### src/design/tlsf_pkg.sv
// ----------------------------------------------------------------------------
// tlsf_pkg
// Shared types, character codes and the trigraph lookup for the filter.
// ----------------------------------------------------------------------------
package tlsf_pkg;

    typedef logic [7:0] char_t;

    // Result buffer depth; at least the most result items one input item can cause
    localparam int unsigned MaxResults = 5;
    // Most characters stage one can hand to the splice stage for one item
    localparam int unsigned MaxStageOne = 3;

    localparam int unsigned ResIdxWidth = $clog2(MaxResults);
    localparam int unsigned ResCntWidth = $clog2(MaxResults + 1);

    typedef logic [ResIdxWidth-1:0] res_idx_t;
    typedef logic [ResCntWidth-1:0] res_cnt_t;

    localparam char_t ChQuestion  = 8'h3F;
    localparam char_t ChBackslash = 8'h5C;
    localparam char_t ChNewline   = 8'h0A;
    localparam char_t ChNone      = 8'h00;

    // Replacement for the byte after two question marks; ChNone if none
    function automatic char_t trigraph_map(input char_t c);
        char_t rep;
        unique case (c)
            8'h3D:   rep = 8'h23;   // =  -> #
            8'h28:   rep = 8'h5B;   // (  -> [
            8'h2F:   rep = 8'h5C;   // /  -> backslash
            8'h29:   rep = 8'h5D;   // )  -> ]
            8'h27:   rep = 8'h5E;   // '  -> ^
            8'h3C:   rep = 8'h7B;   // <  -> {
            8'h21:   rep = 8'h7C;   // !  -> |
            8'h3E:   rep = 8'h7D;   // >  -> }
            8'h2D:   rep = 8'h7E;   // -  -> ~
            default: rep = ChNone;
        endcase
        return rep;
    endfunction

endpackage

### src/design/trigraph_and_line_splice_filter.sv
// Flow: an accepted item is registered, translated when the result buffer
// frees and loaded into it, and its first result is then offered.
// Throughput: one item per cycle while each item yields at most one result
// and out_ready holds; a multi-result item holds the buffer until drained.
// Reset: held question marks and held backslash clear, trigraph_enable = 1,
// both channels empty.
// ----------------------------------------------------------------------------
// trigraph_and_line_splice_filter
// Byte stream filter: ANSI trigraph replacement (switchable) followed by removal of
// backslash-newline splices, with flush of held characters at end of text.
// ----------------------------------------------------------------------------
module trigraph_and_line_splice_filter (
    input  logic       clk,
    input  logic       rst_n,
    // configuration
    input  logic       cfg_write_en,
    input  logic       cfg_write_data,
    // input channel
    input  logic       in_valid,
    output logic       in_ready,
    input  logic [7:0] in_byte,
    input  logic       end_of_text,
    // output channel
    output logic       out_valid,
    input  logic       out_ready,
    output logic [7:0] out_byte,
    output logic       has_byte,
    output logic       last_out
);

    // ------------------------------------------------------------------
    // Configuration
    // ------------------------------------------------------------------
    logic trigraph_enable_reg;

    always_ff @(posedge clk or negedge rst_n)
    begin
        if (!rst_n)
        begin
            trigraph_enable_reg <= 1'b1;
        end
        else if (cfg_write_en)
        begin
            trigraph_enable_reg <= cfg_write_data;
        end
    end

    // ------------------------------------------------------------------
    // Input register: decouples the input handshake from result draining
    // ------------------------------------------------------------------
    logic             in_valid_reg;
    tlsf_pkg::char_t  in_byte_reg;
    logic             in_eot_reg;

    // Filter state carried between items
    logic [1:0]       held_q_reg;
    logic             held_bs_reg;

    // Result buffer: up to MaxResults items from one input item, drained in
    // order. Each entry has a fixed slot; the read pointer walks it.
    tlsf_pkg::char_t                       res_byte_reg [tlsf_pkg::MaxResults];
    logic [tlsf_pkg::MaxResults-1:0]       res_has_reg;
    tlsf_pkg::res_cnt_t                    res_cnt_reg;
    tlsf_pkg::res_idx_t                    res_idx_reg;
    logic                                  res_eot_reg;

    logic out_take;
    logic last_entry;
    logic last_take;
    logic buf_free;
    logic load_item;

    assign out_valid  = (res_cnt_reg != '0);
    assign out_take   = out_valid && out_ready;
    // Read pointer sits on the final entry of the buffer
    assign last_entry = (tlsf_pkg::res_cnt_t'(res_idx_reg) ==
                         (res_cnt_reg - tlsf_pkg::res_cnt_t'(1)));
    // Final entry of the buffer leaves this cycle
    assign last_take  = out_take && last_entry;
    assign buf_free   = (res_cnt_reg == '0) || last_take;
    // The held item moves into the result buffer whenever the buffer frees
    assign load_item  = in_valid_reg && buf_free;
    assign in_ready   = !in_valid_reg || load_item;

    assign out_byte  = res_byte_reg[res_idx_reg];
    assign has_byte  = res_has_reg[res_idx_reg];
    assign last_out  = res_eot_reg && last_entry;

    // ------------------------------------------------------------------
    // Single-pass translation of the registered item
    //   stage one: trigraph handling -> list of up to 3 characters
    //   stage two: splice removal over that list -> up to 4 results
    // ------------------------------------------------------------------
    tlsf_pkg::char_t                 s1_char [tlsf_pkg::MaxStageOne];
    logic [tlsf_pkg::MaxStageOne-1:0] s1_vld;
    logic [1:0]                      held_q_next;
    logic                            held_bs_next;
    tlsf_pkg::char_t                 res_byte_next [tlsf_pkg::MaxResults];
    logic [tlsf_pkg::MaxResults-1:0] res_has_next;
    tlsf_pkg::res_cnt_t              res_cnt_next;

    always_comb
    begin
        tlsf_pkg::char_t rep;
        logic [1:0]      n1;
        logic [1:0]      hq;
        logic            flush;

        rep   = tlsf_pkg::trigraph_map(in_byte_reg);
        n1    = 2'd0;
        hq    = held_q_reg;
        flush = 1'b0;
        for (int i = 0; i < tlsf_pkg::MaxStageOne; i++)
        begin
            s1_char[i] = tlsf_pkg::ChQuestion;
            s1_vld[i]  = 1'b0;
        end

        // Stage one. Held question marks are always sent first, so the
        // list is "hq question marks, then at most one other character".
        if (!trigraph_enable_reg)
        begin
            flush = 1'b1;
        end
        else if (in_byte_reg == tlsf_pkg::ChQuestion)
        begin
            if (hq == 2'd2)
            begin
                // long run: oldest question mark moves on, two stay held
                s1_vld[0] = 1'b1;
                n1        = 2'd1;
            end
            else
            begin
                hq = hq + 2'd1;
            end
        end
        else if ((hq == 2'd2) && (rep != tlsf_pkg::ChNone))
        begin
            s1_char[0] = rep;
            s1_vld[0]  = 1'b1;
            n1         = 2'd1;
            hq         = 2'd0;
        end
        else
        begin
            flush = 1'b1;
        end

        if (flush)
        begin
            // held question marks, then the byte itself
            if (hq != 2'd0)
            begin
                s1_vld[0] = 1'b1;
            end
            if (hq == 2'd2)
            begin
                s1_vld[1] = 1'b1;
            end
            s1_char[hq] = in_byte_reg;
            s1_vld[hq]  = 1'b1;
            n1          = hq + 2'd1;
            hq          = 2'd0;
        end

        // End of text flushes the remaining question marks
        if (in_eot_reg)
        begin
            if (hq != 2'd0)
            begin
                s1_vld[n1] = 1'b1;
            end
            if (hq == 2'd2)
            begin
                s1_vld[n1 + 2'd1] = 1'b1;
            end
            hq = 2'd0;
        end
        held_q_next = hq;
    end

    always_comb
    begin
        logic               bs;
        tlsf_pkg::res_cnt_t n;
        tlsf_pkg::char_t    c;

        bs = held_bs_reg;
        n  = '0;
        c  = tlsf_pkg::ChNone;
        for (int i = 0; i < tlsf_pkg::MaxResults; i++)
        begin
            res_byte_next[i] = tlsf_pkg::ChNone;
        end
        res_has_next = '1;

        // Splice removal, one stage-one character per step
        for (int i = 0; i < tlsf_pkg::MaxStageOne; i++)
        begin
            c = s1_char[i];
            if (s1_vld[i])
            begin
                if (bs)
                begin
                    if (c == tlsf_pkg::ChNewline)
                    begin
                        bs = 1'b0;
                    end
                    else if (c == tlsf_pkg::ChBackslash)
                    begin
                        // first backslash goes on, second stays held
                        res_byte_next[n[tlsf_pkg::ResIdxWidth-1:0]] = tlsf_pkg::ChBackslash;
                        n = n + tlsf_pkg::res_cnt_t'(1);
                    end
                    else
                    begin
                        res_byte_next[n[tlsf_pkg::ResIdxWidth-1:0]] = tlsf_pkg::ChBackslash;
                        n = n + tlsf_pkg::res_cnt_t'(1);
                        res_byte_next[n[tlsf_pkg::ResIdxWidth-1:0]] = c;
                        n = n + tlsf_pkg::res_cnt_t'(1);
                        bs = 1'b0;
                    end
                end
                else if (c == tlsf_pkg::ChBackslash)
                begin
                    bs = 1'b1;
                end
                else
                begin
                    res_byte_next[n[tlsf_pkg::ResIdxWidth-1:0]] = c;
                    n = n + tlsf_pkg::res_cnt_t'(1);
                end
            end
        end

        if (in_eot_reg)
        begin
            // held backslash is flushed as is
            if (bs)
            begin
                res_byte_next[n[tlsf_pkg::ResIdxWidth-1:0]] = tlsf_pkg::ChBackslash;
                n  = n + tlsf_pkg::res_cnt_t'(1);
                bs = 1'b0;
            end
            // nothing produced: bare end marker
            if (n == '0)
            begin
                res_has_next[0] = 1'b0;
                n = tlsf_pkg::res_cnt_t'(1);
            end
        end

        held_bs_next = bs;
        res_cnt_next = n;
    end

    // ------------------------------------------------------------------
    // Control registers
    // ------------------------------------------------------------------
    always_ff @(posedge clk or negedge rst_n)
    begin
        if (!rst_n)
        begin
            in_valid_reg <= 1'b0;
            held_q_reg   <= 2'd0;
            held_bs_reg  <= 1'b0;
            res_cnt_reg  <= '0;
            res_idx_reg  <= '0;
            res_eot_reg  <= 1'b0;
        end
        else
        begin
            if (in_valid && in_ready)
            begin
                in_valid_reg <= 1'b1;
            end
            else if (load_item)
            begin
                in_valid_reg <= 1'b0;
            end

            if (load_item)
            begin
                held_q_reg  <= held_q_next;
                held_bs_reg <= held_bs_next;
                res_cnt_reg <= res_cnt_next;
                res_idx_reg <= '0;
                res_eot_reg <= in_eot_reg;
            end
            else if (last_take)
            begin
                res_cnt_reg <= '0;
                res_idx_reg <= '0;
            end
            else if (out_take)
            begin
                res_idx_reg <= res_idx_reg + tlsf_pkg::res_idx_t'(1);
            end
        end
    end

    // ------------------------------------------------------------------
    // Payload registers
    // ------------------------------------------------------------------
    always_ff @(posedge clk)
    begin
        if (in_valid && in_ready)
        begin
            in_byte_reg <= in_byte;
            in_eot_reg  <= end_of_text;
        end
        if (load_item)
        begin
            res_byte_reg <= res_byte_next;
            res_has_reg  <= res_has_next;
        end
    end

endmodule

### config.mk
export PLATFORM = sky130hd
export DESIGN_NAME = trigraph_and_line_splice_filter
export DESIGN_NICKNAME = d
export VERILOG_FILES = /design/src/design/tlsf_pkg.sv /design/src/design/trigraph_and_line_splice_filter.sv
export SDC_FILE = /design/constraint.sdc
export NUM_CORES = 1
export LEC_CHECK = 0
export BUFFER_PORTS_ARGS = -buffer_cell sky130_fd_sc_hd__buf_2
export CAP_MARGIN = 10
export CORE_ASPECT_RATIO = 1.5
export CORE_MARGIN = 4
export CORE_UTILIZATION = 63
export DETAILED_ROUTE_END_ITERATION = 10
export PLACE_DENSITY_LB_ADDON = 0.3
export SYNTH_ARGS = -nofsm -noshare
export SYNTH_HDL_FRONTEND = slang
export SYNTH_SLANG_ARGS = --single-unit
### constraint.sdc
create_clock -name clk -period 8.08 [get_ports clk]
set_input_delay 1.212 -clock clk [delete_from_list [all_inputs] [get_ports clk]]
set_output_delay 1.212 -clock clk [all_outputs]
set_load 0.02 [all_outputs]
==> results by group <==
Synth
  – Synth top area share: about a quarter
  – Yosys warnings: 0
  – Post-Synth Simple-Gate Area: roughly 28%
  – Mux contribution to synthesized area: ~4.3%
  – Fraction of registers with async set/reset: between 15 and 20%
  – Most numerous cell in the Yosys netlist: nand2_1
  – Synthesized cell area: around 5900 um^2
  – Mapped Cells: just over 700
  – Synth Area in Compound Gates: approximately 26%
  – Synth Area in XOR/XNOR: 2.22%
  – Seq/Total Area, Yosys: between 30% and 40%
  – Number of unique standard cell types used by synthesis: 93
  – Post-synth EDFFs: 50
  – Top FF cell, synth: edfxtp_1
  – Mapped Nets: ~750
  – Synth Area in Adders: under 10%
  – Largest family of logic cells by synthesized area: simple AND/OR/NAND/NOR gates
  – Synth cell count leaders: 80 x nand2_1, 65 x nor2_1, 54 x a21oi_1, 50 x edfxtp_1, 41 x o21ai_0
  – Largest area contributor in the netlist: edfxtp_1
  – Synth Register Bits: 62
  – Largest cells by area after synthesis: edfxtp_1 25%, nand2_1 5.1%, dfrtp_1 4.7%
  – Synthesized area per cell: approximately 8.3 um^2

Detailed routing
  – Vias: slightly above 6000
  – DR iter-0 viols: 748
  – DR pass1 iterations: 5
  – Vias per std cell: 7.22
  – ANT nets after route: 0
  – Wire per inst: 24.7 um
  – DRC: 0
  – Detailed Route WL: roughly 21000 um

GRT
  – Vias in the first global route: between 5000 and 6000
  – GRT overflow: 0
  – Busiest grt layer: met2
  – GR Util met2: 63.0%
  – Met3 GRT Util: roughly 8%
  – Total Routing Usage GR: between 30 and 40%
  – Met1 usage in global routing: a little over 40%
  – First-pass GRT wire length: 31800 um
  – Largest net degree at the start of global routing: 42
  – Initial antenna violation count: 0

Finish
  – Final net count: ~750
  – Share of layout cells above drive strength 1: between 15 and 20%
  – Area Growth Syn to Fin: 7.75%
  – Max reg flops: 40
  – N_diodes: 0

Timing
  – Fmax: around 0.13 GHz
  – Unrepaired setup endpoints after global routing: false
  – Final setup vio count: 0
  – Final Slew Violations: 0
  – Hold WS: 486 ps
  – Tmin final: ~7600 ps
  – Slew margin rel.: roughly 34%
  – Tcrit/Tclk final: a little over nine tenths
  – Tightest Pin Transition: just under 1000 ps
  – Setup TNS: 0 ps
  – Skew final: around 11 ps
  – Hold Fails Final Rpt: 0

Worst setup path
  – Crit path launch type: flop
  – Crit. End Element: flop
  – Crit-path most repeated cell: ha_1
  – WP data required: 8140 ps
  – Crit-path leading delay family: compound AO/OA/AOI/OAI gates
  – Worst path slowest cell: edfxtp_1
  – Crit path DAT: slightly below 8000 ps
  – Crit path max fanout: 12
  – Worst path max stage delay: approximately 560 ps
  – Buf/Inv on CP: 2
  – Crit path kind: flop to flop

Floorplan
  – Die height: between 100 and 150 um
  – Starting Density: 64.2%
  – # rows: 43
  – Full die area: roughly 11000 um^2
  – Top-Level Pins: 27
  – Die span in x: 87.1 um
  – Total core area: roughly 9200 um^2

Worst hold path
  – Hold WC Path Type: flop to flop

Power and ir drop
  – Switching power total: approximately 570 uW
  – Internal: 916 uW
  – Clk pwr share: 26.6%
  – Total power: about 1500 uW
  – Switching share of power: 38.5%
  – Maximum vdd drop: 241 uV
  – Power Dens Cells: around 230 nW/um^2
  – Combinational Power Share: 35.7%
  – Sequential group share of total power: a little under two fifths
  – Leakage Power: ~0.0024 uW

CTS
  – Clock Path Buffers: 2
  – Later-pin clock latency in the skew report: around 350 ps
  – Worst-path clk slew: around 60 ps
  – Clock root buffer: clkbuf_16
  – TritonCTS Sinks: a little over 60
  – CTS tree: built
  – CTS Buf Count: 9
  – H-tree depth: 3

Run
  – MaxCap Viol Count: 0

Status
  – Status: finished clean

Place
  – Hpwl dp: 15800 um
  – Final estimated routing congestion in global placement: ~1.1
  – Input/output buffers: 26
-- per-stage QoR --
stage	util, %	area, um^2	setup WS (ps)	std cells
6_report	69.2	6360	433	836
5_1_grt	69.2	6360	27.6	836
4_1_cts	69.0	6340	367	834
3_5_place_dp	65.6	6040	392	818
3_3_place_gp	65.6	6040	684	818
2_1_floorplan	-	5910	1080	715
-- routing by layer --
layer | part of all wire [%] | vias to the layer above
met5 | 0 | -
met4 | 10 | 0
met3 | 8.4 | 148
met2 | 48 | 420
met1 | 33 | 2792
li1 | - | 2679
-- cell usage in the layout, fill, tap and decap left out, types with 7 or more instances in the layout --
| cell type | Yosys | final |
|---|---|---|
| nor2_1 | 65 | 65 |
| nand2_1 | 80 | 80 |
| edfxtp_1 | 50 | 50 |
| nand4_1 | 8 | 8 |
| inv_1 | 22 | 22 |
| and3_1 | 10 | 10 |
| o31ai_1 | 7 | 7 |
| buf_2 | 8 | 26 |
| a31oi_1 | 15 | 15 |
| a21oi_1 | 54 | 54 |
| or3_1 | 10 | 10 |
| mux2i_1 | 20 | 20 |
| nand3_1 | 34 | 34 |
| o21ai_0 | 41 | 41 |
| ha_1 | 18 | 18 |
| dfrtp_1 | 11 | 11 |
| buf_4 | 6 | 14 |
| and2_1 | 11 | 11 |
| nor3_1 | 27 | 27 |
| o22ai_1 | 16 | 16 |
| nand2b_1 | 11 | 11 |
| a32oi_1 | 7 | 7 |
| clkbuf_16 | 0 | 9 |
-- final cells by class --
class | instances | area (um^2)
Clock buffer | 10 | 239
Clock inverter | 6 | 70.1
Sequential cell | 62 | 1800
Tap cell | 112 | 140
Fill cell | 742 | 2840
Inverter | 24 | 90.1
Timing Repair Buffer | 40 | 235
Multi-Input combinational cell | 582 | 3790
-- cells by family (layout without fill, tap and decap cells) --
group | Yosys count | count (layout)
mux | 25 | 25
simple gates | 311 | 311
buf+inv | 71 | 80
fa+ha+maj | 18 | 18
xor+xnor | 12 | 12
flops | 62 | 62
compound gates | 216 | 216
-- power by group through the flow --
stage                     clock network [uW]  logic (uW)  registers (uW)
after floorplan                            0         422             512
after global placement                     0         511             559
after detailed placement                   0         529             566
after CTS                                397         531             560
after global routing                     410         576             572
final                                    397         532             561
-- tightest hold or removal path, stage by stage, from the launching register on --
cell and delay (ps):
dfrtp_1 350, nand2_1 50, nand2_1 60
-- what timing repair did --
item                                    4_1_cts  5_1_grt
endpoints found under the setup margin        0        6
buffers inserted                              0        2
gates resized for setup                       0        2
hold buffers                                  0        0
-- final timing paths --
| path | start | to | slack, ps | depth (start not counted) |
|---|---|---|---|---|
| min in group asynchronous | rst_n | res_cnt_reg[1]$_DFFE_PN0P_ | 750 | 1 |
| worst min-delay path | res_eot_reg$_DFFE_PN0P_ | res_eot_reg$_DFFE_PN0P_ | 490 | 2 |
| worst max register to register | in_byte_reg[6]$_DFFE_PP_ | res_has_reg[0]$_SDFFCE_PN1P_ | 430 | 25 |
| worst min register to register | res_eot_reg$_DFFE_PN0P_ | res_eot_reg$_DFFE_PN0P_ | 490 | 2 |
| worst max-delay path | in_byte_reg[6]$_DFFE_PP_ | res_has_reg[0]$_SDFFCE_PN1P_ | 430 | 25 |
| max in group asynchronous | rst_n | trigraph_enable_reg$_DFFE_PN1P_ | 7060 | 1 |
Note: power is estimated with default switching activity, not from simulation.
